### src/sv/rsi_pkg.sv
package rsi_pkg;

  // counter width of the tick and off-time counters
  localparam int unsigned CountWidth = 16;
  localparam int unsigned HoldWidth  = 16;
  localparam int unsigned CmpWidth   = (CountWidth > HoldWidth) ? CountWidth : HoldWidth;

  localparam logic [HoldWidth-1:0]  HoldReset = HoldWidth'(2000);
  localparam logic [CountWidth-1:0] CntMax    = {CountWidth{1'b1}};

  // selector codes
  localparam logic [1:0] SelNeutral = 2'd0;

  // item kinds
  localparam logic FuncTick = 1'b0;
  localparam logic FuncStop = 1'b1;

  typedef enum logic [1:0] {
    ViewOff     = 2'd0,
    ViewOn      = 2'd1,
    ViewLocked  = 2'd2,
    ViewStopped = 2'd3
  } view_e;

  typedef logic [CountWidth-1:0] cnt_t;
  typedef logic [HoldWidth-1:0]  hold_t;

  // guard state as seen after the current item
  typedef struct packed {
    logic locked;
    logic shown;
    logic stop;
  } guard_stat_t;

  typedef struct packed {
    logic  design_relay_on;
    logic  press_relay_on;
    view_e design_view;
    view_e press_view;
    logic  interlock_shown;
    logic  stop_latched_any;
    logic  stop_hit_running;
  } result_t;

  function automatic cnt_t sat_inc(cnt_t v);
    cnt_t r;
    r = (v == CntMax) ? CntMax : v + cnt_t'(1);
    return r;
  endfunction

  function automatic logic reaches_hold(cnt_t v, hold_t h);
    logic r;
    r = CmpWidth'(v) >= CmpWidth'(h);
    return r;
  endfunction

  function automatic view_e view_of(logic on, guard_stat_t g);
    view_e r;
    if (on) begin
      r = ViewOn;
    end else if (g.locked && g.shown) begin
      r = ViewLocked;
    end else if (g.stop) begin
      r = ViewStopped;
    end else begin
      r = ViewOff;
    end
    return r;
  endfunction

endpackage

### src/sv/rsi_guard.sv
module rsi_guard (
  input  logic                clk_i,
  input  logic                rst_ni,
  input  logic                tick_i,
  input  logic                stop_set_i,
  input  logic                input_off_i,
  input  rsi_pkg::cnt_t       ticks_i,
  input  rsi_pkg::hold_t      hold_i,
  output rsi_pkg::guard_stat_t stat_o
);

  logic          locked_q, locked_d;
  logic          shown_q, shown_d;
  logic          timing_q, timing_d;
  logic          stop_q, stop_d;
  rsi_pkg::cnt_t count_q, count_d;
  rsi_pkg::cnt_t count_inc;

  assign count_inc = rsi_pkg::sat_inc(count_q);

  always_comb begin
    locked_d = locked_q;
    shown_d  = shown_q;
    timing_d = timing_q;
    count_d  = count_q;
    stop_d   = stop_q;
    if (tick_i) begin
      if (locked_q) begin
        if (!input_off_i) begin
          timing_d = 1'b0;
          count_d  = '0;
          if (rsi_pkg::reaches_hold(ticks_i, hold_i)) begin
            shown_d = 1'b1;
          end
        end else if (!timing_q) begin
          timing_d = 1'b1;
          count_d  = '0;
        end else begin
          count_d = count_inc;
          if (rsi_pkg::reaches_hold(count_inc, hold_i)) begin
            locked_d = 1'b0;
          end
        end
      end
      if (stop_q && input_off_i) begin
        stop_d = 1'b0;
      end
    end
    if (stop_set_i) begin
      stop_d = 1'b1;
    end
  end

  always_ff @(posedge clk_i or negedge rst_ni) begin
    if (!rst_ni) begin
      locked_q <= 1'b1;
      shown_q  <= 1'b0;
      timing_q <= 1'b0;
      count_q  <= '0;
      stop_q   <= 1'b0;
    end else begin
      locked_q <= locked_d;
      shown_q  <= shown_d;
      timing_q <= timing_d;
      count_q  <= count_d;
      stop_q   <= stop_d;
    end
  end

  assign stat_o = '{locked: locked_d, shown: shown_d, stop: stop_d};

endmodule

### src/sv/relay_safety_interlock_unit.sv
// result: registered in the output register, or in the skid entry on a stall
// throughput: one item per cycle; a two-entry output buffer keeps input ready
//   while one result waits, so in_ready_o only drops when both entries are full
// reset: asynchronous active low; both relays off, both outputs interlocked,
//   stop latches and counters cleared, hold register back to 2000
module relay_safety_interlock_unit (
  input  logic       clk_i,
  input  logic       rst_ni,
  // configuration
  input  logic       cfg_we_i,
  input  logic [15:0] cfg_wdata_i,
  // input channel
  input  logic       in_valid_i,
  output logic       in_ready_o,
  input  logic       func_i,
  input  logic       button_on_i,
  input  logic [1:0] selector_position_i,
  input  logic       selector_fault_i,
  // result channel
  output logic       out_valid_o,
  input  logic       out_ready_i,
  output logic       design_relay_on_o,
  output logic       press_relay_on_o,
  output logic [1:0] design_view_o,
  output logic [1:0] press_view_o,
  output logic       interlock_shown_o,
  output logic       stop_latched_any_o,
  output logic       stop_hit_running_o
);

  // configuration register
  rsi_pkg::hold_t hold_q;

  always_ff @(posedge clk_i or negedge rst_ni) begin
    if (!rst_ni) begin
      hold_q <= rsi_pkg::HoldReset;
    end else if (cfg_we_i) begin
      hold_q <= cfg_wdata_i;
    end
  end

  // item decode
  logic in_xfer;
  logic is_tick;
  logic is_stop;
  logic sel_middle;
  logic press_asks;

  assign in_xfer    = in_valid_i && in_ready_o;
  assign is_tick    = in_xfer && (func_i == rsi_pkg::FuncTick);
  assign is_stop    = in_xfer && (func_i == rsi_pkg::FuncStop);
  assign sel_middle = (selector_position_i == rsi_pkg::SelNeutral) && !selector_fault_i;
  // a stop latches the press side on any non-middle position, fault or not
  assign press_asks = selector_position_i != rsi_pkg::SelNeutral;

  // boot timer, advances before the guards look at it
  rsi_pkg::cnt_t ticks_q, ticks_d;

  assign ticks_d = is_tick ? rsi_pkg::sat_inc(ticks_q) : ticks_q;

  always_ff @(posedge clk_i or negedge rst_ni) begin
    if (!rst_ni) begin
      ticks_q <= '0;
    end else begin
      ticks_q <= ticks_d;
    end
  end

  // per-output interlock and stop latch
  rsi_pkg::guard_stat_t design_stat;
  rsi_pkg::guard_stat_t press_stat;

  rsi_guard u_design_guard (
    .clk_i      (clk_i),
    .rst_ni     (rst_ni),
    .tick_i     (is_tick),
    .stop_set_i (is_stop && button_on_i),
    .input_off_i(!button_on_i),
    .ticks_i    (ticks_d),
    .hold_i     (hold_q),
    .stat_o     (design_stat)
  );

  rsi_guard u_press_guard (
    .clk_i      (clk_i),
    .rst_ni     (rst_ni),
    .tick_i     (is_tick),
    .stop_set_i (is_stop && press_asks),
    .input_off_i(sel_middle),
    .ticks_i    (ticks_d),
    .hold_i     (hold_q),
    .stat_o     (press_stat)
  );

  // relay drive, recomputed on every tick and forced off by a stop
  logic design_relay_q, design_relay_d;
  logic press_relay_q, press_relay_d;

  always_comb begin
    design_relay_d = design_relay_q;
    press_relay_d  = press_relay_q;
    if (is_tick) begin
      design_relay_d = button_on_i && !design_stat.locked && !design_stat.stop;
      press_relay_d  = !sel_middle && !selector_fault_i && !press_stat.locked
                       && !press_stat.stop;
    end else if (is_stop) begin
      design_relay_d = 1'b0;
      press_relay_d  = 1'b0;
    end
  end

  always_ff @(posedge clk_i or negedge rst_ni) begin
    if (!rst_ni) begin
      design_relay_q <= 1'b0;
      press_relay_q  <= 1'b0;
    end else begin
      design_relay_q <= design_relay_d;
      press_relay_q  <= press_relay_d;
    end
  end

  // result of the current item
  rsi_pkg::result_t res;

  always_comb begin
    res.design_relay_on  = design_relay_d;
    res.press_relay_on   = press_relay_d;
    res.design_view      = rsi_pkg::view_of(design_relay_d, design_stat);
    res.press_view       = rsi_pkg::view_of(press_relay_d, press_stat);
    res.interlock_shown  = (design_stat.locked && design_stat.shown)
                           || (press_stat.locked && press_stat.shown);
    res.stop_latched_any = design_stat.stop || press_stat.stop;
    res.stop_hit_running = is_stop && (design_relay_q || press_relay_q);
  end

  // output register plus skid entry
  logic              out_v_q;
  logic              skid_v_q;
  rsi_pkg::result_t  out_q;
  rsi_pkg::result_t  skid_q;
  logic              out_free;

  assign in_ready_o = !skid_v_q;
  assign out_free   = !out_v_q || out_ready_i;

  always_ff @(posedge clk_i or negedge rst_ni) begin
    if (!rst_ni) begin
      out_v_q  <= 1'b0;
      skid_v_q <= 1'b0;
    end else if (out_free) begin
      if (skid_v_q) begin
        out_v_q  <= 1'b1;
        skid_v_q <= 1'b0;
      end else begin
        out_v_q <= in_xfer;
      end
    end else if (in_xfer) begin
      skid_v_q <= 1'b1;
    end
  end

  always_ff @(posedge clk_i) begin
    if (out_free) begin
      if (skid_v_q) begin
        out_q <= skid_q;
      end else if (in_xfer) begin
        out_q <= res;
      end
    end else if (in_xfer) begin
      skid_q <= res;
    end
  end

  assign out_valid_o        = out_v_q;
  assign design_relay_on_o  = out_q.design_relay_on;
  assign press_relay_on_o   = out_q.press_relay_on;
  assign design_view_o      = 2'(out_q.design_view);
  assign press_view_o       = 2'(out_q.press_view);
  assign interlock_shown_o  = out_q.interlock_shown;
  assign stop_latched_any_o = out_q.stop_latched_any;
  assign stop_hit_running_o = out_q.stop_hit_running;

endmodule

### config.mk
export PLATFORM = sky130hd
export DESIGN_NAME = relay_safety_interlock_unit
export DESIGN_NICKNAME = d
export VERILOG_FILES = /design/src/sv/rsi_pkg.sv /design/src/sv/rsi_guard.sv /design/src/sv/relay_safety_interlock_unit.sv
export SDC_FILE = /design/constraint.sdc
export NUM_CORES = 1
export LEC_CHECK = 0
export BUFFER_PORTS_ARGS = -buffer_cell sky130_fd_sc_hd__buf_4
export CAP_MARGIN = 20
export CORE_UTILIZATION = 35
export CTS_BUF_LIST = sky130_fd_sc_hd__clkbuf_8
export CTS_CLUSTER_SIZE = 28
export DETAILED_ROUTE_END_ITERATION = 6
export SYNTH_ARGS = -nofsm -noshare
export SYNTH_HDL_FRONTEND = slang
export SYNTH_HIERARCHICAL = 1
export SYNTH_SLANG_ARGS = --single-unit
### constraint.sdc
create_clock -name clk_i -period 7.2 [get_ports clk_i]
set_input_delay 0 -clock clk_i [delete_from_list [all_inputs] [get_ports clk_i]]
set_output_delay 0 -clock clk_i [all_outputs]
set_load 0.1 [all_outputs]
==> flow_summary.yaml <==
logic_synthesis:
  synth-seq-cells: 94
  syn_avg_cell_area_um2: 9.46
  synth.distinct_cells: 62
  synth_nets: 789
  synth-main-ff-cell: "dfrtp_1"
  yosys_warnings: 6
  async_flop_share_pct: 80.9
  synth_edf_count: 18
  ys_seq_area_share_pct: 37.2
  synthCells: 696
  synthesis.area_um2: 6590
cts:
  cts_resized: 0
  clk_latency_ns: 0.39
  h-tree-depth: 3
  cts-root-buf: "clkbuf_8"
  cts.clk_slew.worst_paths_ns: 0.10
  numCtsBuffers: 9
  clockBufferDepth: 2
  postCtsSetupBuffers: 0
  cts.sinks: 94
  cts_tree: "done"
grt:
  track_usage_pct: 16.7
  grt_pass1_wl_um: 25600
  grt.overflow.total: 0
  grt_use_met3_pct: 3.63
  gr-usage-met1_pct: 23.4
  busiest_layer: "met2"
  grt_pass1_vias: 5013
  antenna_found_initial: 0
  grt_max_degree: 46
  met2_usage_pct: 26.4
die:
  die-height_um: 139
  core-area_um2: 18200
  start_util_pct: 36.2
  rows: 49
  die-area_um2: 19400
  die_w_um: 139
  io_pins: 37
placed_design:
  place_ws_ns: 3.12
  post-dp-hpwl_um: 11300
  place_area_um2: 6940
  finalWeightedCongestion: 0.789
  io_buffer_count: 36
drt:
  wirelength_um: 15400
  first_pass_iters: 7
  wire_per_inst_um: 15.9
  drc: 6
  vias: 5351
  ant_nets: 0
  drt-initial-drc-count: 315
  via_per_inst: 5.53
sta:
  setup_ws_ns: 3.03
  fin_tns_setup_ns: 0
  rsz0062_at_grt: "false"
  fin_worst_skew_ns: 0.0154
  worstMarginPinSlew_ns: 0.852
  period_needed_ns: 4.17
  max_freq_ghz: 0.240
  slew_violations: 0
  holdWs_ns: 0.0681
  setup_viol: 0
  slew_headroom_pct: 42.8
  hold_violations: 0
  fin_crit_sh_pct: 57.9
final_layout:
  fin_nets: 827
  drive_above_1_share_pct: 14.3
  fin_area_um2: 7330
  diodes: 0
  areaGrowthSynthToFinish_pct: 11.4
worst_hold_path:
  worstHoldStart: "func_i"
  whs_endpoint: "skid_q[0]"
  hp-class: "primary input to flip-flop"
  hold_path_depth: 3
flow_run:
  maxCapViolCount: 0
worst_setup_path:
  critPathKind: "flip-flop to flip-flop"
  critPathArrivalTime_ns: 4.31
  crit_fanout: 20
  critPathLaunchType: "flip-flop"
  r2r_start: "u_design_guard/count_q[0]"
  r2r_end: "design_view_o[0]"
  cp_data_required_time_ns: 7.35
  cp-end-kind: "flip-flop"
  reg2reg_slack_ns: 3.03
  worst_r2r_path_depth: 13
pwr:
  p_per_area_nw_per_um2: 170
  leakagePower_nw: 3.37
  peakVddDrop_v: 0.0000800
run_status:
  outcome: "finished, violations left"
  failed_checks: "DRC"
area by class of cell:
| class | instances | area [um^2] |
|---|---|---|
| clock buffers | 9 | 124 |
| clock inverters | 7 | 57.6 |
| fillers | 1815 | 10900 |
| inverters | 47 | 178 |
| multi-input cells | 521 | 3730 |
| flip-flops and latches | 94 | 2450 |
| well taps | 229 | 287 |
| repair buffers | 61 | 510 |
flip-flops by register name, summed over array words and instances, names as in the netlist, 2 cells and up:
signal                  cells
u_design_guard/count_q     16
ticks_q                    16
hold_q                     16
design_view_o               2
skid_q                      9
u_press_guard/count_q      16
press_view_o                2
how the worst max path moves through the flow:
stage	start	to	slack, ns	depth (start not counted)
finish	u_design_guard/count_q[0]	design_view_o[0]	3.03	13
global route	u_design_guard/count_q[0]	design_view_o[0]	2.74	13
CTS	u_design_guard/count_q[0]	design_view_o[0]	3.08	13
detailed placement	u_design_guard/count_q[0]	design_view_o[0]	3.12	13
global placement	u_design_guard/count_q[0]	design_view_o[0]	3.13	13
floorplan	u_design_guard/count_q[0]	design_view_o[0]	3.54	16
through the flow:
stage | power (W) | util, % | std cells
2_1_floorplan | 0.000825 | - | 696
5_1_grt | 0.00133 | 40.3 | 968
3_5_place_dp | 0.000907 | 38.1 | 931
3_3_place_gp | 0.000902 | 38.1 | 931
4_1_cts | 0.00126 | 40.3 | 968
6_report | 0.00125 | 40.3 | 968
metal layers:
layer	wire length, um	share of wire, %
met1	7830	51
met2	6790	44
met5	0	0
met3	614	4.0
met4	148	0.96
cell usage in the layout (no fill, tap or decap), types with 3 or more instances in the layout:
master,synthesis,final
nand2_1,70,70
dfrtp_1,68,68
ha_1,67,67
inv_1,45,45
o21ai_0,45,45
buf_4,10,40
a21oi_1,36,36
nor2_1,34,34
mux2_2,27,27
nand4_1,27,27
nand3_1,24,24
a21o_1,23,23
dlygate4sd3_1,0,21
edfxtp_1,18,18
a22o_1,16,16
nor3_1,12,12
a31oi_1,11,11
and4_1,10,10
xor2_1,10,10
and2_1,10,10
a41oi_1,9,9
clkbuf_8,0,9
dfstp_2,8,8
nand2b_1,7,7
nor2b_1,6,6
nand4_2,6,6
o21a_1,6,6
nor4_1,6,6
o31ai_1,5,5
xnor2_1,5,5
a211o_1,4,4
o21ai_1,4,4
or3_1,3,3
or4_1,3,3
synth_stat cells (all sizes together), types with 3 or more instances:
master	count	area (um^2)
a211o	4	35.0
a21o	23	173
a21oi	36	180
a22o	16	140
a31oi	11	68.8
a41oi	9	78.8
and2	10	62.6
and4	10	87.6
buf	24	190
clkbuf	10	40.0
dfrtp	68	1700
dfstp	8	210
edfxtp	18	541
ha	67	838
inv	45	169
mux2	28	315
nand2	70	263
nand2b	7	43.8
nand3	24	120
nand4	33	244
nor2	35	139
nor2b	6	37.5
nor3	13	70.1
nor4	7	50.1
o21a	6	45.0
o21ai	49	245
o31ai	5	37.5
or3	3	18.8
or4	5	45.0
xnor2	5	43.8
xor2	10	87.6
repair_timing:
action,CTS,global route
hold buffers,21,0
endpoints found under the setup margin,0,0
hold endpoints to repair,50,0
worst max-delay path, stage by stage (launching register included):
cell and delay, ns:
dfrtp_1 0.44, ha_1 0.32, nand4_1 0.27, or4_4 0.62
and2_1 0.24, ha_1 0.27, nand2b_1 0.14, a31oi_1 0.17
o221ai_1 0.18, a21oi_1 0.38, nor4b_1 0.11, mux2_2 0.34
a21o_1 0.18, mux2_2 0.26
report_power, final:
group	total [W]	leakage [nW]	internal (W)	switching, W
Sequential	0.000619	1.14	0.000584	0.0000352
Combinational	0.000287	2.14	0.000106	0.000181
Clock	0.000341	0.0877	0.000130	0.000211
Total	0.00125	3.37	0.000820	0.000427
logic make-up after synthesis:
logic type | count (synthesis) | synth area share [%]
compound gates | 176 | 17.6
simple gates | 234 | 19.3
xor+xnor | 15 | 1.99
mux | 29 | 4.94
flops | 94 | 37.2
buf+inv | 81 | 6.19
fa+ha+maj | 67 | 12.7
No activity file was read; power rests on OpenSTA's default activity.
